### src/rtl/http_byte_range_parser_defines.svh
// Assertion helpers for the byte range parser.
`ifndef HTTP_BYTE_RANGE_PARSER_DEFINES_SVH
`define HTTP_BYTE_RANGE_PARSER_DEFINES_SVH

// Same-cycle implication, disabled during reset
`define HBRP_ASSERT_IMPL(name, clk, rst, ante, cons, msg) \
   name: assert property (@(posedge clk) disable iff (rst) (ante) |-> (cons)) \
      else $error(msg);

// Next-cycle implication, disabled during reset
`define HBRP_ASSERT_NEXT(name, clk, rst, ante, cons, msg) \
   name: assert property (@(posedge clk) disable iff (rst) (ante) |=> (cons)) \
      else $error(msg);

`endif

### src/rtl/hbrp_pkg.sv
package hbrp_pkg;

   // Fixed field widths
   localparam int SIZE_BITS          = 63;
   localparam int VALUE_BITS_DEFAULT = 63;
   localparam int REQ_TDATA_BITS     = 72;   // byte_valid, header_byte, resource_size
   localparam int RSP_TDATA_BITS     = 128;  // accepted, range_start, range_length, pad

   // Character codes
   localparam logic [7:0] CHAR_DASH  = 8'h2D;
   localparam logic [7:0] CHAR_COMMA = 8'h2C;
   localparam logic [7:0] CHAR_ZERO  = 8'h30;
   localparam logic [7:0] CHAR_NINE  = 8'h39;

   // Decimal base of the token accumulators
   localparam int DEC_BASE = 10;

   // Length of the "bytes=" unit prefix
   localparam logic [2:0] PREFIX_LEN = 3'd6;

   // Parser state captured on the last item of a header
   typedef struct packed {
      logic                 bad;
      logic                 prefix_done;
      logic                 dash;
      logic                 first_ne;
      logic                 second_ne;
      logic [SIZE_BITS-1:0] first_val;
      logic [SIZE_BITS-1:0] second_val;
      logic [SIZE_BITS-1:0] size;
   } snap_type;

   // Expected prefix character at each position
   function automatic logic [7:0] prefix_char(input logic [2:0] idx);
      logic [7:0] c;
      case (idx)
         3'd0:    c = 8'h62;  // b
         3'd1:    c = 8'h79;  // y
         3'd2:    c = 8'h74;  // t
         3'd3:    c = 8'h65;  // e
         3'd4:    c = 8'h73;  // s
         3'd5:    c = 8'h3D;  // =
         default: c = 8'h00;
      endcase
      return c;
   endfunction

endpackage

### src/rtl/hbrp_scan.sv
module hbrp_scan #(
   parameter int VALUE_BITS = hbrp_pkg::VALUE_BITS_DEFAULT
) (
   input  logic                           clock,
   input  logic                           reset,
   input  logic                           in_valid,
   output logic                           in_ready,
   input  logic                           byte_valid,
   input  logic [7:0]                     header_byte,
   input  logic                           last,
   input  logic [hbrp_pkg::SIZE_BITS-1:0] resource_size,
   output logic                           snap_valid,
   input  logic                           snap_ready,
   output hbrp_pkg::snap_type             snap
);
   import hbrp_pkg::*;

   localparam int WIDE_BITS = VALUE_BITS + 4;

   logic [2:0]            prefix_count_ff, prefix_count_in;
   logic                  dash_ff, dash_in;
   logic                  first_ne_ff, first_ne_in;
   logic                  second_ne_ff, second_ne_in;
   logic                  bad_ff, bad_in;
   logic [VALUE_BITS-1:0] first_val_ff, first_val_in;
   logic [VALUE_BITS-1:0] second_val_ff, second_val_in;
   logic                  snap_valid_ff, snap_valid_in;
   snap_type              snap_ff, snap_in;

   logic                  accept;
   logic                  is_digit;
   logic [3:0]            digit;
   logic [7:0]            digit_byte;
   logic [VALUE_BITS-1:0] acc_sel;
   logic [WIDE_BITS-1:0]  acc_wide;
   logic [WIDE_BITS-1:0]  acc_next;
   logic                  acc_ovf;

   // Hold the item while a finished header waits downstream
   assign in_ready = !snap_valid_ff || snap_ready;
   assign accept   = in_valid && in_ready;

   // Digit accumulate: acc*10 + d as shift and add, overflow above the value width
   assign digit_byte = header_byte - CHAR_ZERO;
   assign digit      = digit_byte[3:0];
   assign is_digit   = (header_byte >= CHAR_ZERO) && (header_byte <= CHAR_NINE);
   assign acc_sel    = dash_ff ? second_val_ff : first_val_ff;
   assign acc_wide   = {4'b0000, acc_sel};
   assign acc_next   = (acc_wide << 3) + (acc_wide << 1)
                       + {{(WIDE_BITS-4){1'b0}}, digit};
   assign acc_ovf    = |acc_next[WIDE_BITS-1:VALUE_BITS];

   // Next parser state for one header byte
   always_comb begin
      prefix_count_in = prefix_count_ff;
      dash_in         = dash_ff;
      first_ne_in     = first_ne_ff;
      second_ne_in    = second_ne_ff;
      bad_in          = bad_ff;
      first_val_in    = first_val_ff;
      second_val_in   = second_val_ff;
      if (byte_valid && !bad_ff) begin
         if (prefix_count_ff < PREFIX_LEN) begin
            if (header_byte == prefix_char(prefix_count_ff)) begin
               prefix_count_in = prefix_count_ff + 3'd1;
            end else begin
               bad_in = 1'b1;
            end
         end else if (header_byte == CHAR_DASH) begin
            if (dash_ff) begin
               bad_in = 1'b1;
            end else begin
               dash_in = 1'b1;
            end
         end else if (is_digit) begin
            if (dash_ff) begin
               second_ne_in = 1'b1;
            end else begin
               first_ne_in = 1'b1;
            end
            if (acc_ovf) begin
               bad_in = 1'b1;
            end else if (dash_ff) begin
               second_val_in = acc_next[VALUE_BITS-1:0];
            end else begin
               first_val_in = acc_next[VALUE_BITS-1:0];
            end
         end else if (header_byte == CHAR_COMMA) begin
            // range list: only a single range is supported
            bad_in = 1'b1;
         end else begin
            bad_in = 1'b1;
         end
      end
   end

   // Snapshot of the finished header
   always_comb begin
      snap_in.bad         = bad_in;
      snap_in.prefix_done = (prefix_count_in == PREFIX_LEN);
      snap_in.dash        = dash_in;
      snap_in.first_ne    = first_ne_in;
      snap_in.second_ne   = second_ne_in;
      snap_in.first_val   = SIZE_BITS'(first_val_in);
      snap_in.second_val  = SIZE_BITS'(second_val_in);
      snap_in.size        = resource_size;
      if (accept && last) begin
         snap_valid_in = 1'b1;
      end else if (snap_ready) begin
         snap_valid_in = 1'b0;
      end else begin
         snap_valid_in = snap_valid_ff;
      end
   end

   // State registers, cleared after each last item
   always_ff @(posedge clock) begin
      if (reset) begin
         prefix_count_ff <= '0;
         dash_ff         <= 1'b0;
         first_ne_ff     <= 1'b0;
         second_ne_ff    <= 1'b0;
         bad_ff          <= 1'b0;
         first_val_ff    <= '0;
         second_val_ff   <= '0;
         snap_valid_ff   <= 1'b0;
      end else begin
         snap_valid_ff <= snap_valid_in;
         if (accept) begin
            if (last) begin
               prefix_count_ff <= '0;
               dash_ff         <= 1'b0;
               first_ne_ff     <= 1'b0;
               second_ne_ff    <= 1'b0;
               bad_ff          <= 1'b0;
               first_val_ff    <= '0;
               second_val_ff   <= '0;
            end else begin
               prefix_count_ff <= prefix_count_in;
               dash_ff         <= dash_in;
               first_ne_ff     <= first_ne_in;
               second_ne_ff    <= second_ne_in;
               bad_ff          <= bad_in;
               first_val_ff    <= first_val_in;
               second_val_ff   <= second_val_in;
            end
         end
      end
   end

   // Snapshot payload
   always_ff @(posedge clock) begin
      if (accept && last) begin
         snap_ff <= snap_in;
      end
   end

   assign snap_valid = snap_valid_ff;
   assign snap       = snap_ff;

endmodule

### src/rtl/hbrp_finish.sv
module hbrp_finish (
   input  logic                           clock,
   input  logic                           reset,
   input  logic                           snap_valid,
   output logic                           snap_ready,
   input  hbrp_pkg::snap_type             snap,
   output logic                           out_valid,
   input  logic                           out_ready,
   output logic                           out_accepted,
   output logic [hbrp_pkg::SIZE_BITS-1:0] out_start,
   output logic [hbrp_pkg::SIZE_BITS-1:0] out_length
);
   import hbrp_pkg::*;

   logic                 out_valid_ff, out_valid_in;
   logic                 accepted_ff, accepted_in;
   logic [SIZE_BITS-1:0] start_ff, start_in;
   logic [SIZE_BITS-1:0] length_ff, length_in;

   logic                 load;
   logic                 base_ok;
   logic                 s_lt_z;
   logic                 e_ge_z;
   logic                 s_gt_e;
   logic [SIZE_BITS-1:0] z_minus_s;
   logic [SIZE_BITS-1:0] e_minus_s1;
   logic [SIZE_BITS-1:0] z_minus_e;

   assign snap_ready = !out_valid_ff || out_ready;
   assign load       = snap_valid && snap_ready;

   // Compares and differences, all in parallel
   assign base_ok    = !snap.bad && snap.prefix_done && snap.dash && (snap.size != '0);
   assign s_lt_z     = snap.first_val < snap.size;
   assign e_ge_z     = snap.second_val >= snap.size;
   assign s_gt_e     = snap.first_val > snap.second_val;
   assign z_minus_s  = snap.size - snap.first_val;
   assign e_minus_s1 = snap.second_val - snap.first_val + SIZE_BITS'(1);
   assign z_minus_e  = snap.size - snap.second_val;

   // Range decision
   always_comb begin
      accepted_in = 1'b0;
      start_in    = '0;
      length_in   = '0;
      if (base_ok) begin
         if (snap.first_ne && snap.second_ne) begin
            // start-end, end clamped to the last byte
            if (!s_gt_e && s_lt_z) begin
               accepted_in = 1'b1;
               start_in    = snap.first_val;
               length_in   = e_ge_z ? z_minus_s : e_minus_s1;
            end
         end else if (snap.first_ne) begin
            // open-ended start
            if (s_lt_z) begin
               accepted_in = 1'b1;
               start_in    = snap.first_val;
               length_in   = z_minus_s;
            end
         end else if (snap.second_ne) begin
            // suffix, whole file when it covers the size
            if (snap.second_val != '0) begin
               accepted_in = 1'b1;
               start_in    = e_ge_z ? '0 : z_minus_e;
               length_in   = e_ge_z ? snap.size : snap.second_val;
            end
         end
      end
   end

   always_comb begin
      if (load) begin
         out_valid_in = 1'b1;
      end else if (out_ready) begin
         out_valid_in = 1'b0;
      end else begin
         out_valid_in = out_valid_ff;
      end
   end

   always_ff @(posedge clock) begin
      if (reset) begin
         out_valid_ff <= 1'b0;
      end else begin
         out_valid_ff <= out_valid_in;
      end
   end

   // Result payload
   always_ff @(posedge clock) begin
      if (load) begin
         accepted_ff <= accepted_in;
         start_ff    <= start_in;
         length_ff   <= length_in;
      end
   end

   assign out_valid    = out_valid_ff;
   assign out_accepted = accepted_ff;
   assign out_start    = start_ff;
   assign out_length   = length_ff;

endmodule

### src/rtl/http_byte_range_parser.sv
// Channel  Direction  Ports               Item
// req      in         req_t*  (tlast)     one header byte, byte_valid, resource_size
// rsp      out        rsp_t*              accepted, range_start, range_length
//
// One item per cycle on req while req_tready is high.
// The scan registers update on every item; a snapshot register feeds the range
// decision, whose result sits in the output register.
// Reset clears all parser state and empties both stages.
// req_tready drops only while a finished header is held behind a stalled rsp.

`include "http_byte_range_parser_defines.svh"

module http_byte_range_parser #(
   parameter int VALUE_BITS = hbrp_pkg::VALUE_BITS_DEFAULT
) (
   input  logic                                clock,
   input  logic                                reset,
   input  logic                                req_tvalid,
   output logic                                req_tready,
   // [0] byte_valid, [8:1] header_byte, [71:9] resource_size
   input  logic [hbrp_pkg::REQ_TDATA_BITS-1:0] req_tdata,
   input  logic                                req_tlast,
   output logic                                rsp_tvalid,
   input  logic                                rsp_tready,
   // [0] accepted, [63:1] range_start, [126:64] range_length, [127] zero
   output logic [hbrp_pkg::RSP_TDATA_BITS-1:0] rsp_tdata
);
   import hbrp_pkg::*;

   logic                 snap_valid;
   logic                 snap_ready;
   snap_type             snap;
   logic                 accepted;
   logic [SIZE_BITS-1:0] range_start;
   logic [SIZE_BITS-1:0] range_length;

   // Per-byte scanner
   hbrp_scan #(
      .VALUE_BITS (VALUE_BITS)
   ) u_scan (
      .clock         (clock),
      .reset         (reset),
      .in_valid      (req_tvalid),
      .in_ready      (req_tready),
      .byte_valid    (req_tdata[0]),
      .header_byte   (req_tdata[8:1]),
      .last          (req_tlast),
      .resource_size (req_tdata[71:9]),
      .snap_valid    (snap_valid),
      .snap_ready    (snap_ready),
      .snap          (snap)
   );

   // Range decision and result register
   hbrp_finish u_finish (
      .clock        (clock),
      .reset        (reset),
      .snap_valid   (snap_valid),
      .snap_ready   (snap_ready),
      .snap         (snap),
      .out_valid    (rsp_tvalid),
      .out_ready    (rsp_tready),
      .out_accepted (accepted),
      .out_start    (range_start),
      .out_length   (range_length)
   );

   assign rsp_tdata = {1'b0, range_length, range_start, accepted};

   // A rejected range carries zero start and length
   `HBRP_ASSERT_IMPL(a_reject_zero, clock, reset, rsp_tvalid && !accepted, (range_start == '0) && (range_length == '0), "rejected result with nonzero range")

   // An accepted range is never empty
   `HBRP_ASSERT_IMPL(a_accept_len, clock, reset, rsp_tvalid && accepted, range_length != '0, "accepted result with zero length")

   // The last item of a header always leaves a snapshot behind
   `HBRP_ASSERT_NEXT(a_last_snap, clock, reset, req_tvalid && req_tready && req_tlast, snap_valid, "last item produced no snapshot")

endmodule
### config.mk
export PLATFORM = sky130hd
export DESIGN_NAME = http_byte_range_parser
export DESIGN_NICKNAME = d
export VERILOG_FILES = /design/src/rtl/hbrp_pkg.sv /design/src/rtl/hbrp_scan.sv /design/src/rtl/hbrp_finish.sv /design/src/rtl/http_byte_range_parser.sv
export VERILOG_INCLUDE_DIRS = /design/src /design/src/rtl
export SDC_FILE = /design/constraint.sdc
export NUM_CORES = 2
export LEC_CHECK = 0
export BUFFER_PORTS_ARGS = -buffer_cell sky130_fd_sc_hd__buf_2
export CAP_MARGIN = 20
export CORE_MARGIN = 1
export CORE_UTILIZATION = 45
export DETAILED_ROUTE_END_ITERATION = 7
export SETUP_SLACK_MARGIN = 0.05
export SYNTH_ARGS = -nofsm -noshare
export SYNTH_HDL_FRONTEND = slang
export SYNTH_SLANG_ARGS = --single-unit
### constraint.sdc
create_clock -name clock -period 9.1 [get_ports clock]
set_input_delay 0.91 -clock clock [delete_from_list [all_inputs] [get_ports clock]]
set_output_delay 0.91 -clock clock [all_outputs]
set_load 0.02 [all_outputs]
==> impl_results.md <==
* Final Max Tran Viols at 0
* Final setup viols at 0
* Netlist cell types at 99
* Via Count at 32.0k
* Initial DRC count at 3937
* End of the worst hold path: u_scan.snap[59]
* Max clock buf depth at 3
* H-Tree Depth at 2
* EDFF count, synth at 321
* Total CTS buffers at 50
* Final wirelength at 132000 µm
* Number of port buffers at 205
* WP data required at 9.47 ns
* Synth warnings at 0
* Reg2Reg Depth at 16
* Post-synthesis sequential area ratio at 33.1%
* CTS tree: done
* Syn_nets at 4464
* Arr. time, crit path at 6.87 ns
* Vias per std cell at 6.20
* Max-slew headroom at 20.9%
* Most used DFF post-synth: edfxtp_1
* GRT Overall Usage at 30.7%
* Hold buffers post-CTS at 0
* Nets at 4564
* Worst-Margin Slew at 1.17 ns
* Min Clock Period, post-route at 6.50 ns
* Number of global-route vias before repair at 29.6k
* # rows at 105
* DP Wirelength at 105000 µm
* Initial Util at 45.4%
* Layout area overhead at 9.53%
* Average cell area after synthesis at 9.45 µm²
* Max IR drop VDD at 0.136 mV
* Hold Crit Depth at 1
* Period utilization at 71.4%
* Reg2reg setup slack at 2.60 ns
* FF+latch count, synth at 456
* WS Path Type: flip-flop to flip-flop
* Die Y at 290 µm
* CP max FO at 55
* Reg2Reg Launch Point: u_scan.dash_ff
* Fillers at 7863
* Most common cell after layout, fill and taps aside: ha_1
* Drt wl/cell at 25.7 µm
* PwrDens at 125 nW/µm²
* Routed Antenna Nets at 0
* CTS Root Cell: clkbuf_16
* RSZ-0062 raised after global routing: no
* Die width at 290 µm
* Fin Setup TNS at 0 ns
* Number of antenna repair diodes at 0
* Largest net degree at the start of global routing at 103
* Clock sink total at 456
* Leak at 17.3 nW
* Post-CTS sizing at 0
* Final Power at 5.11 mW
* Critical path launch point type: flip-flop
* First-pass GRT wire length at 192000 µm
* GPL Wtd Cong at 0.976
* Clock slew at reported path FFs at 0.06 ns
* Worst hold start: req_tdata[68]
* DIE AREA at 83900 µm²
* Hold Fails Final Rpt at 0
* # Post-CTS Setup Buffers at 0
* Core footprint at 82000 µm²
* # IOs at 207
* Asr flop ratio synth at 0%
* Mapped Area at 37300 µm²
* Later-pin clock latency in the skew report at 0.64 ns
* Setup Skew at 0.0255 ns
* Overflow after GRT at 0
* FMAX at 154 MHz
* Min-Delay Path Class: primary input to flip-flop
* Antenna violations before repair at 1
* Cells after Synth at 3942
* Layout cells sized above 1 at 14.3%
* DRT Pass-1 Iters at 8
* Most frequent cells in the layout: ha_1, a21oi_1, edfxtp_1
* DRC at 0
* RR Endpoint: u_scan.snap[75]
* Worst Setup End Kind: flip-flop
* Max Cap Viol at 0
* Status: finished, final reports clean
-- layout make-up --
type	count	area (µm²)	share of cell area, %
clock buffers	69	1490	3.65
multi-input cells	3089	23300	57.2
flip-flops and latches	456	12300	30.3
repair buffers	231	1230	3.02
inverters	214	811	1.99
well taps	1070	1340	3.28
clock inverters	21	241	0.592
-- cell usage after synthesis, drive strengths merged, types with 50 or more instances --
library cell | n | area [µm²]
a21o | 139 | 1040
a21oi | 349 | 1760
a22o | 152 | 1330
a22oi | 93 | 698
buf | 77 | 432
clkbuf | 106 | 398
dfxtp | 135 | 2700
edfxtp | 321 | 9640
ha | 439 | 5490
inv | 214 | 803
mux2 | 220 | 2480
nand2 | 257 | 965
nand3 | 69 | 355
nand4 | 75 | 469
nor2 | 260 | 976
nor3 | 50 | 260
o21ai | 176 | 881
xnor2 | 139 | 1220
xor2 | 96 | 848
-- how the worst max path moves through the flow --
stage / from / end / slack [ns] / cells after the start
global placement: u_scan.dash_ff / u_scan.snap[70] / 2.76 / 16
finish: u_scan.dash_ff / u_scan.snap[75] / 2.60 / 16
global route: u_scan.dash_ff / u_scan.snap[75] / 2.25 / 16
CTS: u_scan.dash_ff / u_scan.snap[75] / 2.64 / 16
floorplan: rsp_tready / u_finish.out_accepted / 1.88 / 2
detailed placement: u_scan.dash_ff / u_scan.snap[68] / 2.66 / 16
-- state kept, by name (all words and copies together) (netlist names) --
name	count
u_scan.snap	194
u_finish.out_length	63
u_finish.out_start	63
u_scan.first_val_ff	63
u_scan.second_val_ff	63
u_scan.prefix_count_ff	3
u_finish.out_accepted	1
u_finish.out_valid	1
u_scan.bad_ff	1
u_scan.dash_ff	1
u_scan.first_ne_ff	1
u_scan.second_ne_ff	1
u_scan.snap_valid	1
-- critical path, cell delays in order (launching register included) --
cell and delay, ns:
dfxtp_2 0.57, buf_4 0.66, mux2_2 0.44, ha_1 0.30, ha_1 0.41, a21oi_1 0.24
o21ai_0 0.15, o21a_1 0.21, nor3_1 0.37, nand3_1 0.19, a31oi_4 0.32, o31ai_1 0.15
xor2_1 0.18, a211oi_4 0.32, and3_2 0.46, buf_4 0.71, mux2_2 0.42
-- kinds of logic after synthesis --
| family | share of synthesized area (%) |
|---|---|
| AOI/OAI and AO/OA | 23.1 |
| and+or+nand+nor | 12.0 |
| DFF | 33.1 |
| adders and majority gates | 15.1 |
| buffers and inverters | 4.38 |
| xor gates and xnor gates | 5.55 |
| muxes | 6.81 |
| other | 0.0101 |
-- layer usage --
metal / GRT usage (%) / up-vias / part of all wire, %
met2: 43.1 / 1310 / 40
li1: - / 15059 / -
met1: 47.7 / 15438 / 49
met3: 4.62 / 145 / 8.2
met4: 8.95 / 0 / 3.0
met5: 0 / - / 0
-- per-stage QoR --
step	util [%]	instance area, µm²	std cells	setup slack [ns]	hold slack [ns]
6_report	49.8	40800	5150	2.60	0.440
5_1_grt	49.8	40800	5150	2.25	0.425
4_1_cts	49.7	40800	5149	2.64	0.414
3_5_place_dp	47.6	39100	5059	2.66	0.452
3_3_place_gp	47.6	39000	5058	2.76	0.444
2_1_floorplan	-	37300	3942	1.88	0.429
-- report_power, final --
part           total [mW]  switching [mW]  internal [mW]
Combinational       0.677           0.430          0.247
Clock                2.12           0.882           1.24
Sequential           2.31          0.0570           2.25
Total                5.11            1.37           3.74
Note: power is estimated with default switching activity, not from simulation.
